File: src/design/smtpcr_pkg.sv
// Shared types and constants for the mail session command responder.
package smtpcr_pkg;

    // Input event codes. Code 3 carries no meaning and is ignored.
    typedef enum logic [1:0] {
        ACT_BYTE = 2'd0,
        ACT_TICK = 2'd1,
        ACT_OPEN = 2'd2
    } action_t;

    // Reply codes driven on the result channel.
    typedef enum logic [2:0] {
        RPL_WELCOME = 3'd0,
        RPL_OK      = 3'd1,
        RPL_RCPT    = 3'd2,
        RPL_CAPS    = 3'd3,
        RPL_DATA    = 3'd4,
        RPL_QUEUED  = 3'd5,
        RPL_CLOSED  = 3'd6
    } reply_t;

    // Register index decoded from the configuration address.
    localparam logic REG_IDLE_LIMIT = 1'b0;

    localparam logic [15:0] IDLE_LIMIT_RESET = 16'd500;

    localparam logic [7:0] CHAR_CR  = 8'd13;
    localparam logic [7:0] CHAR_LF  = 8'd10;
    localparam logic [7:0] CHAR_DOT = 8'h2E;

    // Command patterns, lower case; lines are folded before the compare.
    localparam int PAT_DATA_LEN = 6;
    localparam int PAT_RCPT_LEN = 8;
    localparam int PAT_EHLO_LEN = 5;
    localparam int PAT_QUIT_LEN = 6;

    localparam logic [7:0] PAT_DATA [PAT_DATA_LEN] = '{"d", "a", "t", "a", 8'd13, 8'd10};
    localparam logic [7:0] PAT_RCPT [PAT_RCPT_LEN] = '{"r", "c", "p", "t", " ", "t", "o", ":"};
    localparam logic [7:0] PAT_EHLO [PAT_EHLO_LEN] = '{"e", "h", "l", "o", " "};
    localparam logic [7:0] PAT_QUIT [PAT_QUIT_LEN] = '{"q", "u", "i", "t", 8'd13, 8'd10};

    // Map upper case ASCII letters to lower case; all other bytes pass.
    function automatic logic [7:0] fold_case(input logic [7:0] c);
        logic [7:0] r;
        r = c;
        if (c >= "A" && c <= "Z")
        begin
            r = c + 8'd32;
        end
        return r;
    endfunction

endpackage

File: src/design/smtp_command_responder.sv
// Top level of the mail session command responder: line assembly, command match, replies.

// Server side of a minimal mail session. Each input word is an event: a
// received byte, an idle tick or a connection open. Bytes are gathered into
// lines ended by CR LF; the first PREFIX_BYTES bytes of each line are kept and
// matched without regard to case. In command mode a finished line gives start
// data ("DATA" CR LF, enters data mode), recipient ok ("RCPT TO:"), the
// capability list ("EHLO "), or default ok; exactly "QUIT" CR LF gives default
// ok followed by closed and ends the session. In data mode only a line that is
// exactly "." CR LF gets a reply (queued) and it returns to command mode. More
// idle ticks in a row than idle_limit close the session with a closed reply.
// An open event always (re)starts the session with a welcome reply. Bytes and
// ticks outside a session produce nothing. Each result word carries a reply
// code and a last flag that marks the final reply caused by one input word.
// Timing: an input word is captured in an input register, decoded in a single
// pass of combinational logic and its reply lands in the output register, so
// one word is taken every clock while the result side keeps up. The output
// register holds one reply; for a QUIT line, which produces two replies, the
// input side waits until the closed reply has followed the ok reply into it.
// A reply is loaded into the output register when the word in the input
// register is processed. The idle_limit register sits at byte address 0 of the
// APB port and should only be written while no words are in flight.
module smtp_command_responder
    import smtpcr_pkg::*;
#(
    parameter int PREFIX_BYTES = 8
)
(
    input  logic        clk,
    input  logic        rst_n,

    // Input word channel.
    input  logic        in_valid,
    output logic        in_ready,
    input  logic [1:0]  action,
    input  logic [7:0]  rx_byte,

    // Result word channel.
    output logic        out_valid,
    input  logic        out_ready,
    output logic [2:0]  reply,
    output logic        last,

    // Configuration port.
    input  logic        psel,
    input  logic        penable,
    input  logic        pwrite,
    input  logic [2:0]  paddr,
    input  logic [31:0] pwdata,
    output logic [31:0] prdata,
    output logic        pready
);

    localparam int LEN_W = $clog2(PREFIX_BYTES + 1);

    // Configuration.
    logic [15:0]      idle_limit_reg;

    // Input register.
    logic             in_valid_reg;
    action_t          act_reg;
    logic [7:0]       byte_reg;

    // Session state.
    logic             session_reg, session_next;
    logic             data_mode_reg, data_mode_next;
    logic [7:0]       pfx_reg [PREFIX_BYTES];
    logic [LEN_W-1:0] len_reg, len_next;
    logic             cr_reg, cr_next;
    logic [15:0]      idle_reg, idle_next;

    // Output register and the pending closed reply that follows QUIT.
    logic             out_valid_reg, out_valid_next;
    reply_t           reply_reg, reply_next;
    logic             last_reg, last_next;
    logic             pend_reg, pend_next;

    // Line view with the current byte placed.
    logic [7:0]       pfx_ins [PREFIX_BYTES];
    logic [LEN_W-1:0] len_ins;
    logic             line_end;
    logic             m_data, m_rcpt, m_ehlo, m_quit, m_dot;
    logic [16:0]      idle_inc;

    // Result of processing the registered word.
    logic             res_valid;
    reply_t           res_reply;
    logic             res_last;
    logic             res_quit;
    logic             byte_store;

    logic             slot_free;
    logic             proc_fire;

    assign pready = 1'b1;

    always_comb
    begin
        prdata = '0;
        if (paddr[2] == REG_IDLE_LIMIT)
        begin
            prdata = {16'd0, idle_limit_reg};
        end
    end

    always_ff @(posedge clk or negedge rst_n)
    begin
        if (!rst_n)
        begin
            idle_limit_reg <= IDLE_LIMIT_RESET;
        end
        else if (psel && penable && pwrite && pready && paddr[2] == REG_IDLE_LIMIT)
        begin
            idle_limit_reg <= pwdata[15:0];
        end
    end

    // The output register can take a reply when it is empty or being drained.
    assign slot_free = !out_valid_reg || out_ready;
    assign proc_fire = in_valid_reg && slot_free && !pend_reg;
    assign in_ready  = !in_valid_reg || proc_fire;

    always_ff @(posedge clk or negedge rst_n)
    begin
        if (!rst_n)
        begin
            in_valid_reg <= 1'b0;
        end
        else if (in_ready)
        begin
            in_valid_reg <= in_valid;
        end
    end

    always_ff @(posedge clk)
    begin
        if (in_valid && in_ready)
        begin
            act_reg  <= action_t'(action);
            byte_reg <= rx_byte;
        end
    end

    // Place the incoming byte at the current length, saturating at the prefix size.
    always_comb
    begin
        for (int i = 0; i < PREFIX_BYTES; i++)
        begin
            pfx_ins[i] = (len_reg == LEN_W'(i)) ? byte_reg : pfx_reg[i];
        end
        if (len_reg < LEN_W'(PREFIX_BYTES))
        begin
            len_ins = LEN_W'(len_reg + 1'b1);
        end
        else
        begin
            len_ins = len_reg;
        end
    end

    assign line_end = cr_reg && (byte_reg == CHAR_LF);

    // Command matches on the line including the current byte.
    always_comb
    begin
        m_data = (len_ins >= LEN_W'(PAT_DATA_LEN));
        for (int i = 0; i < PAT_DATA_LEN; i++)
        begin
            if (fold_case(pfx_ins[i]) != PAT_DATA[i])
            begin
                m_data = 1'b0;
            end
        end
        m_rcpt = (len_ins >= LEN_W'(PAT_RCPT_LEN));
        for (int i = 0; i < PAT_RCPT_LEN; i++)
        begin
            if (fold_case(pfx_ins[i]) != PAT_RCPT[i])
            begin
                m_rcpt = 1'b0;
            end
        end
        m_ehlo = (len_ins >= LEN_W'(PAT_EHLO_LEN));
        for (int i = 0; i < PAT_EHLO_LEN; i++)
        begin
            if (fold_case(pfx_ins[i]) != PAT_EHLO[i])
            begin
                m_ehlo = 1'b0;
            end
        end
        m_quit = (len_ins >= LEN_W'(PAT_QUIT_LEN));
        for (int i = 0; i < PAT_QUIT_LEN; i++)
        begin
            if (fold_case(pfx_ins[i]) != PAT_QUIT[i])
            begin
                m_quit = 1'b0;
            end
        end
        // The end of data marker is compared exactly, without folding.
        m_dot = (len_ins == LEN_W'(3)) && (pfx_ins[0] == CHAR_DOT)
                && (pfx_ins[1] == CHAR_CR) && (pfx_ins[2] == CHAR_LF);
    end

    assign idle_inc = {1'b0, idle_reg} + 17'd1;

    // Session update for the word in the input register.
    always_comb
    begin
        session_next   = session_reg;
        data_mode_next = data_mode_reg;
        len_next       = len_reg;
        cr_next        = cr_reg;
        idle_next      = idle_reg;
        byte_store     = 1'b0;
        res_valid      = 1'b0;
        res_reply      = RPL_OK;
        res_last       = 1'b1;
        res_quit       = 1'b0;
        if (proc_fire)
        begin
            unique case (act_reg)
                ACT_OPEN:
                begin
                    session_next   = 1'b1;
                    data_mode_next = 1'b0;
                    len_next       = '0;
                    cr_next        = 1'b0;
                    idle_next      = '0;
                    res_valid      = 1'b1;
                    res_reply      = RPL_WELCOME;
                end
                ACT_TICK:
                begin
                    if (session_reg)
                    begin
                        if (idle_inc > {1'b0, idle_limit_reg})
                        begin
                            session_next   = 1'b0;
                            data_mode_next = 1'b0;
                            len_next       = '0;
                            cr_next        = 1'b0;
                            idle_next      = '0;
                            res_valid      = 1'b1;
                            res_reply      = RPL_CLOSED;
                        end
                        else
                        begin
                            idle_next = idle_inc[15:0];
                        end
                    end
                end
                ACT_BYTE:
                begin
                    if (session_reg)
                    begin
                        idle_next  = '0;
                        byte_store = 1'b1;
                        len_next   = len_ins;
                        cr_next    = (byte_reg == CHAR_CR);
                        if (line_end)
                        begin
                            len_next = '0;
                            cr_next  = 1'b0;
                            if (data_mode_reg)
                            begin
                                if (m_dot)
                                begin
                                    data_mode_next = 1'b0;
                                    res_valid      = 1'b1;
                                    res_reply      = RPL_QUEUED;
                                end
                            end
                            else if (m_data)
                            begin
                                data_mode_next = 1'b1;
                                res_valid      = 1'b1;
                                res_reply      = RPL_DATA;
                            end
                            else if (m_rcpt)
                            begin
                                res_valid = 1'b1;
                                res_reply = RPL_RCPT;
                            end
                            else if (m_ehlo)
                            begin
                                res_valid = 1'b1;
                                res_reply = RPL_CAPS;
                            end
                            else if (m_quit)
                            begin
                                session_next = 1'b0;
                                idle_next    = '0;
                                res_valid    = 1'b1;
                                res_reply    = RPL_OK;
                                res_last     = 1'b0;
                                res_quit     = 1'b1;
                            end
                            else
                            begin
                                res_valid = 1'b1;
                                res_reply = RPL_OK;
                            end
                        end
                    end
                end
                default:
                begin
                end
            endcase
        end
    end

    always_ff @(posedge clk or negedge rst_n)
    begin
        if (!rst_n)
        begin
            session_reg   <= 1'b0;
            data_mode_reg <= 1'b0;
            len_reg       <= '0;
            cr_reg        <= 1'b0;
            idle_reg      <= '0;
        end
        else
        begin
            session_reg   <= session_next;
            data_mode_reg <= data_mode_next;
            len_reg       <= len_next;
            cr_reg        <= cr_next;
            idle_reg      <= idle_next;
        end
    end

    // Prefix bytes are only read below the line length, so they need no clearing.
    always_ff @(posedge clk)
    begin
        if (byte_store)
        begin
            for (int i = 0; i < PREFIX_BYTES; i++)
            begin
                pfx_reg[i] <= pfx_ins[i];
            end
        end
    end

    // Output register: the pending closed reply goes out before any new word.
    always_comb
    begin
        out_valid_next = out_valid_reg && !out_ready;
        reply_next     = reply_reg;
        last_next      = last_reg;
        pend_next      = pend_reg;
        if (pend_reg && slot_free)
        begin
            out_valid_next = 1'b1;
            reply_next     = RPL_CLOSED;
            last_next      = 1'b1;
            pend_next      = 1'b0;
        end
        else if (res_valid)
        begin
            out_valid_next = 1'b1;
            reply_next     = res_reply;
            last_next      = res_last;
            pend_next      = res_quit;
        end
    end

    always_ff @(posedge clk or negedge rst_n)
    begin
        if (!rst_n)
        begin
            out_valid_reg <= 1'b0;
            pend_reg      <= 1'b0;
        end
        else
        begin
            out_valid_reg <= out_valid_next;
            pend_reg      <= pend_next;
        end
    end

    always_ff @(posedge clk)
    begin
        reply_reg <= reply_next;
        last_reg  <= last_next;
    end

    assign out_valid = out_valid_reg;
    assign reply     = reply_reg;
    assign last      = last_reg;

endmodule
File: config.mk
export PLATFORM = sky130hd
export DESIGN_NAME = smtp_command_responder
export DESIGN_NICKNAME = d
export VERILOG_FILES = /design/src/design/smtpcr_pkg.sv /design/src/design/smtp_command_responder.sv
export SDC_FILE = /design/constraint.sdc
export NUM_CORES = 1
export LEC_CHECK = 0
export BUFFER_PORTS_ARGS = -buffer_cell sky130_fd_sc_hd__buf_2
export CAP_MARGIN = 20
export CORE_MARGIN = 2
export CORE_UTILIZATION = 58
export CTS_CLUSTER_DIAMETER = 200
export DETAILED_ROUTE_END_ITERATION = 16
export GPL_ROUTABILITY_DRIVEN = 0
export GPL_TIMING_DRIVEN = 0
export PLACE_DENSITY_LB_ADDON = 0.25
export SYNTH_ARGS = -nofsm -noshare
export SYNTH_HDL_FRONTEND = slang
export SYNTH_SLANG_ARGS = --single-unit
export TNS_END_PERCENT = 20
File: constraint.sdc
create_clock -name clk -period 4.7 [get_ports clk]
set_clock_uncertainty 0.15 [all_clocks]
set_input_delay 0.705 -clock clk [delete_from_list [all_inputs] [get_ports clk]]
set_output_delay 0.705 -clock clk [all_outputs]
set_load 0.005 [all_outputs]
# After elaboration in Yosys (flattened, before gate mapping)
# Memories as Yosys holds them, arrays and structs flattened.
# Cells that the tools add are included.
# op_classes
bitwise_logic	1
muxes	113
n_eq_ne	40
order_cmp	21
n_addsub	10
reduce_logical	34
# ops
cell	n
8-bit by 7-bit inequality test with 1-bit output, second input constant	17
8-bit 2-to-1 mux	16
1-bit 2-to-1 mux	71
8-bit by 6-bit adder with 8-bit output, second input constant	8
8-bit by 7-bit greater-or-equal comparator with 1-bit output, second input constant	8
8-bit by 7-bit less-or-equal comparator with 1-bit output, second input constant	8
16-bit 2-to-1 mux	4
16-bit case mux with 3 select lines	1
8-bit by 4-bit == test with 1-bit output, second input constant	4
3-bit 2-to-1 mux	8
1-bit logical AND	20
4-bit 2-to-1 mux	5
16-bit by 1-bit adder with 17-bit output, second input constant	1
17-bit by 16-bit greater-than comparator with 1-bit output	1
4-bit by 3-bit == test with 1-bit output, second input constant	4
8-bit by 4-bit inequality test with 1-bit output, second input constant	2
8-bit by 6-bit inequality test with 1-bit output, second input constant	2
4-bit by 2-bit == test with 1-bit output, second input constant	3
1-bit case mux with 3 select lines	4
4-bit case mux with 3 select lines	1
3-bit case mux with 3 select lines	1
8-bit by 6-bit == test with 1-bit output, second input constant	1
4-bit by 3-bit greater-or-equal comparator with 1-bit output, second input constant	2
2-bit inequality test, second input constant	4
18 further kinds	23
# totals
elab_cells	233
n_memories	1
mem_bits_rw	64
register_bits	56
output_inout_bits	39
# mem_list
memory	words	word_bits	rd	rd_ports_with_merged_regs	wr	line	source
pfx_reg	8	8	8	0	8	smtp_command_responder.sv:67	logic [7:0] pfx_reg [PREFIX_BYTES];

# Longest topological paths before layout
# depth
ltp_word	23
ltp_mapped	18
ltp_nobuf	17

# Least setup slack after synthesis
# No wires, ideal clock.
# synth_timing
path_type	register -> register
from	reg idle_reg[2]
to	reg idle_reg[11]
path_stages_with_launch	17
t_required_ns	4.454
setup_time_ns	0.096
synth_period_minus_slack_ns	4.001
slack_ns	0.699
t_arrival_ns	3.755
cell_sequence	dfrtp_1 -> and3_1 -> and3_1 -> and3_1 -> and3_1 -> nand3_1 -> nor2_1 -> xnor2_1 -> inv_1 -> ha_1 -> and3_1 -> nand3_1 -> or4_1 -> a22oi_1 -> nand3_1 -> or2_2 -> o31ai_1
# synth_between
elab_chain_len	5
# synth_rtl
item	line	source
start: declaration	smtp_command_responder.sv:70	logic [15:0] idle_reg, idle_next;
start signal: assignment	smtp_command_responder.sv:328	idle_reg <= idle_next;
16-bit by 1-bit adder with 17-bit output (*)	smtp_command_responder.sv:203	assign idle_inc = {1'b0, idle_reg} + 17'd1;
17-bit by 16-bit greater-than comparator with 1-bit output	smtp_command_responder.sv:235	if (idle_inc > {1'b0, idle_limit_reg})
16-bit 2-to-1 mux (*)	smtp_command_responder.sv:235	
16-bit 2-to-1 mux (*)	smtp_command_responder.sv:233	if (session_reg)
16-bit case mux with 3 select lines (*)	smtp_command_responder.sv:220	unique case (act_reg)
# Mark *: on every way between the ends. The rest lies on a longest branch, timed or not. The select of a mux whose other input is x is not followed.
# A chain may end at the register's enable or synchronous reset.

# Final worst setup path
# layout_timing
from	reg idle_reg[2]
to	reg len_reg[3]
# layout_between
elab_chain_len	4
# layout_rtl
item	line	source
16-bit by 1-bit adder with 17-bit output	smtp_command_responder.sv:203	
17-bit by 16-bit greater-than comparator with 1-bit output	smtp_command_responder.sv:235	
2-bit inequality test (no line)	n/a	
5-bit AND reduction (no line)	n/a	
end signal: assignment	smtp_command_responder.sv:326	len_reg <= len_next;
end: declaration	smtp_command_responder.sv:68	logic [LEN_W-1:0] len_reg, len_next;
# Every way passes these cells.

==> insert_results.sql <==
INSERT INTO impl_metrics (metric_group, metric, value, unit) VALUES
('worst_setup_path', 'critical_path_required', '4870', 'ps'),
('global_routing', 'grt_usage', '0.277', ''),
('clock_network', 'number_of_hold_buffers_added_after_cts', '0', ''),
('routing', 'detail_route.iter0.violations', '632', ''),
('job', 'drv_cap', '0', ''),
('global_routing', 'grt_pass1_wl', '30300', 'µm'),
('final_layout', 'max_ffs_per_register', '64', ''),
('clock_network', 'tritoncts_num_sinks', '120', ''),
('clock_network', 'cts-htree-levels', '4', ''),
('timing', 'max_freq', '0.224', 'GHz'),
('worst_setup_path', 'critical_path_peak_fanout', '9', ''),
('clock_network', 'clk-insertion-delay-late', '430', 'ps'),
('yosys', 'synth.distinct_cells', '70', ''),
('floorplanning', 'placement_rows', '41', ''),
('yosys', 'avgSynthCellArea', '10.1', 'µm²'),
('timing', 'final-hold-violation-count', '0', ''),
('final_layout', 'finish.net_count', '909', ''),
('global_routing', 'first_global_vias', '6053', ''),
('yosys', 'synth_edf_count', '74', ''),
('yosys', 'synth_top_flop_cell', 'sky130_fd_sc_hd__edfxtp_1', ''),
('floorplanning', 'floorplan.die_area', '0.0138', 'mm²'),
('status', 'status', 'finished clean', ''),
('clock_network', 'clockBufferDepth', '2', ''),
('timing', 'setup-violations-final', '0', ''),
('final_layout', 'post_route_cells_drive_above_1_share', '0.235', ''),
('global_routing', 'largest_net_degree_at_the_start_of_global_routing', '45', ''),
('clock_network', 'clock_tree_from_tritoncts', 'done', ''),
('worst_setup_path', 'worst-setup-path-type', 'reg -> reg', ''),
('final_layout', 'insertedDiodeCount', '0', ''),
('floorplanning', 'die_x', '117', 'µm'),
('worst_setup_path', 'ff2ff_setup_slack', '230', 'ps'),
('routing', 'wirelength', '18600', 'µm'),
('routing', 'drt-pass1-iter-count', '5', ''),
('clock_network', 'clock_tree.root_cell', 'sky130_fd_sc_hd__clkbuf_16', ''),
('timing', 'timing_max_transition_violations_final', '0', ''),
('routing', 'vias', '6101', ''),
('yosys', 'asyncSetResetFlopFracSynth', '0.350', ''),
('clock_network', 'path_clk_slew', '60', 'ps'),
('placement', 'postPlaceCellArea', '0.00803', 'mm²'),
('final_layout', 'n_fill_cell', '923', ''),
('final_layout', 'flow.area_growth_from_synthesis', '16.7', '%'),
('routing', 'antenna_violating_nets_post_route', '0', ''),
('floorplanning', 'placeableCoreArea', '0.0126', 'mm²'),
('timing', 'worst_margin_pin_slew', '945', 'ps'),
('final_layout', 'final_design_area_no_fill', '0.00871', 'mm²'),
('yosys', 'mappedNetlistArea', '0.00746', 'mm²'),
('timing', 'finalCriticalPeriod', '4470', 'ps'),
('pwr', 'power_density', '399', 'mW/mm²'),
('final_layout', 'final_util', '0.693', ''),
('global_routing', 'globalRouteOverflowTotal', '0', ''),
('pwr', 'cellLeakagePower', '3.63', 'nW'),
('yosys', 'yosys_warnings', '0', ''),
('global_routing', 'grt_antenna_before_repair', '0', ''),
('floorplanning', 'io_pins', '91', ''),
('routing', 'vias_per_cell', '6.02', ''),
('placement', 'place.detailed.hpwl', '13600', 'µm'),
('worst_setup_path', 'critPathLaunchType', 'register', ''),
('worst_setup_path', 'arrival', '4640', 'ps'),
('routing', 'wl_per_cell', '18.4', 'µm'),
('timing', 'period_share', '0.952', ''),
('routing', 'drc_errors', '0', ''),
('floorplanning', 'floorplan.initialDensity', '0.594', ''),
('floorplanning', 'die-height', '117', 'µm'),
('pwr', 'worst_ir_drop_vdd', '0.242', 'mV'),
('yosys', 'synth_cells', '738', ''),
('worst_setup_path', 'worst_setup_path_end_kind', 'register', ''),
('worst_hold_path', 'hold_class', 'in -> async', ''),
('yosys', 'synth-seq-cells', '120', ''),
('placement', 'buffer_ports.inserted', '54', ''),
('yosys', 'synth_sequential_area_ratio', '0.450', ''),
('timing', 'slew_headroom', '0.370', ''),
('clock_network', 'cts_made_buffers', '17', '');
[synth_stat cells (6+ instances only)]
| library cell | n | share of area |
|---|---|---|
| sky130_fd_sc_hd__nand2b_1 | 12 | 0.010 |
| sky130_fd_sc_hd__nand3_1 | 19 | 0.013 |
| sky130_fd_sc_hd__ha_1 | 28 | 0.047 |
| sky130_fd_sc_hd__clkbuf_1 | 27 | 0.014 |
| sky130_fd_sc_hd__nand3b_1 | 6 | 0.0060 |
| sky130_fd_sc_hd__and3_1 | 9 | 0.0075 |
| sky130_fd_sc_hd__mux2_2 | 56 | 0.084 |
| sky130_fd_sc_hd__or4_1 | 8 | 0.0080 |
| sky130_fd_sc_hd__or3_1 | 7 | 0.0059 |
| sky130_fd_sc_hd__nand4_1 | 11 | 0.0092 |
| sky130_fd_sc_hd__nor2_1 | 49 | 0.025 |
| sky130_fd_sc_hd__nand4b_1 | 10 | 0.012 |
| sky130_fd_sc_hd__nand2_1 | 70 | 0.035 |
| sky130_fd_sc_hd__xnor2_1 | 10 | 0.012 |
| sky130_fd_sc_hd__mux2i_1 | 19 | 0.025 |
| sky130_fd_sc_hd__nor2b_1 | 11 | 0.0092 |
| sky130_fd_sc_hd__nor3_1 | 15 | 0.010 |
| sky130_fd_sc_hd__o21ai_0 | 38 | 0.025 |
| sky130_fd_sc_hd__dfrtp_1 | 36 | 0.12 |
| sky130_fd_sc_hd__buf_4 | 19 | 0.019 |
| sky130_fd_sc_hd__nor4b_1 | 8 | 0.0094 |
| sky130_fd_sc_hd__buf_2 | 6 | 0.0040 |
| sky130_fd_sc_hd__dfstp_2 | 6 | 0.021 |
| sky130_fd_sc_hd__a21oi_1 | 27 | 0.018 |
| sky130_fd_sc_hd__o31ai_1 | 8 | 0.0080 |
| sky130_fd_sc_hd__inv_1 | 48 | 0.024 |
| sky130_fd_sc_hd__xor2_1 | 6 | 0.0070 |
| sky130_fd_sc_hd__nor4_1 | 14 | 0.012 |
| sky130_fd_sc_hd__edfxtp_1 | 74 | 0.30 |
[critical path, cell delays in order (launching register included)]
cell	delay, ps
sky130_fd_sc_hd__dfrtp_1	440
sky130_fd_sc_hd__and3_1	200
sky130_fd_sc_hd__and3_1	250
sky130_fd_sc_hd__and3_1	270
sky130_fd_sc_hd__and3_1	280
sky130_fd_sc_hd__nand3_2	150
sky130_fd_sc_hd__nor2_1	160
sky130_fd_sc_hd__xnor2_1	160
sky130_fd_sc_hd__inv_1	80
sky130_fd_sc_hd__ha_1	290
sky130_fd_sc_hd__and3_1	140
sky130_fd_sc_hd__nand3_1	110
sky130_fd_sc_hd__or4_1	590
sky130_fd_sc_hd__a22oi_2	310
sky130_fd_sc_hd__nand3_4	170
sky130_fd_sc_hd__nand3_1	310
sky130_fd_sc_hd__nor2_1	110
sky130_fd_sc_hd__o22a_1	190
[what timing repair did]
item	4_1_cts	5_1_grt
gates resized for setup	0	6
pin swaps	0	3
setup endpoints to repair	2	26
buffers inserted	0	2
[layer usage]
layer  wire [µm]  vias up  global-route usage
li1            -     2874                   -
met1        7550     2902               0.341
met2        9180      278               0.463
met3        1320       47              0.0618
met4         591        0               0.133
met5           0        -                   0
[cells by family after synthesis]
family	share of synthesized area
other	0.00101
AO/OA/AOI/OAI	0.103
buffers and inverters	0.0659
AND/OR/NAND/NOR	0.202
XOR/XNOR	0.0188
adder cells (fa/ha/maj)	0.0469
multiplexers	0.113
flip-flops	0.450
[placed cells by master, fill, tap and decap left out, types with 5 or more instances in the layout]
cell / Yosys / layout
sky130_fd_sc_hd__a211oi_1: 5 / 5
sky130_fd_sc_hd__a21oi_1: 27 / 27
sky130_fd_sc_hd__and3_1: 9 / 9
sky130_fd_sc_hd__buf_2: 6 / 60
sky130_fd_sc_hd__buf_4: 19 / 21
sky130_fd_sc_hd__clkbuf_1: 27 / 27
sky130_fd_sc_hd__clkbuf_16: 0 / 17
sky130_fd_sc_hd__conb_1: 2 / 17
sky130_fd_sc_hd__dfrtp_1: 36 / 36
sky130_fd_sc_hd__dfstp_2: 6 / 6
sky130_fd_sc_hd__edfxtp_1: 74 / 74
sky130_fd_sc_hd__ha_1: 28 / 28
sky130_fd_sc_hd__inv_1: 48 / 47
sky130_fd_sc_hd__mux2_2: 56 / 56
sky130_fd_sc_hd__mux2i_1: 19 / 19
sky130_fd_sc_hd__nand2_1: 70 / 70
sky130_fd_sc_hd__nand2b_1: 12 / 12
sky130_fd_sc_hd__nand3_1: 19 / 17
sky130_fd_sc_hd__nand3b_1: 6 / 6
sky130_fd_sc_hd__nand4_1: 11 / 11
sky130_fd_sc_hd__nand4b_1: 10 / 10
sky130_fd_sc_hd__nor2_1: 49 / 49
sky130_fd_sc_hd__nor2b_1: 11 / 11
sky130_fd_sc_hd__nor3_1: 15 / 15
sky130_fd_sc_hd__nor4_1: 14 / 14
sky130_fd_sc_hd__nor4b_1: 8 / 7
sky130_fd_sc_hd__o211ai_1: 5 / 5
sky130_fd_sc_hd__o21ai_0: 38 / 38
sky130_fd_sc_hd__o31ai_1: 8 / 7
sky130_fd_sc_hd__or3_1: 7 / 7
sky130_fd_sc_hd__or4_1: 8 / 8
sky130_fd_sc_hd__xnor2_1: 10 / 10
sky130_fd_sc_hd__xor2_1: 6 / 6
[where the power goes]
group	switching, mW	internal, mW	total, mW
sequential	0.0685	1.25	1.32
clock	0.501	0.903	1.40
combinational	0.450	0.302	0.752
[stage by stage]
step                      TNS [ps]  power [mW]  worst slack [ps]  instances  hold slack (ps)
after global routing         -31.3        3.61             -18.0       1014              291
after detailed placement         0        2.07              40.1        980              288
after global placement           0        2.03               133        979              291
after CTS                    -51.1        3.47             -31.8       1012              285
final                            0        3.47               227       1014              277
after floorplan                  0        1.84               699        753              259
[layout make-up]
| class | instances | area, µm² | area share |
|---|---|---|---|
| inverters | 48 | 180 | 0.0207 |
| multi-input cells | 529 | 3700 | 0.425 |
| repair buffers | 57 | 305 | 0.0350 |
| flip-flops and latches | 120 | 3360 | 0.386 |
| plain buffers | 56 | 312 | 0.0358 |
| clock inverters | 14 | 198 | 0.0227 |
| well taps | 172 | 215 | 0.0247 |
| clock buffers | 18 | 439 | 0.0504 |
[path summary, 6_finish.rpt]
path,from,end,cells past startpoint
max,idle_reg[2],len_reg[3],17
min,rst_n,idle_limit_reg[13],1
max reg2reg,idle_reg[2],len_reg[3],17
min reg2reg,reply[1],reply[1],2
max in group asynchronous,rst_n,in_valid_reg,1
min in group clk,reply[1],reply[1],2
Note: power is estimated with default switching activity, not from simulation.
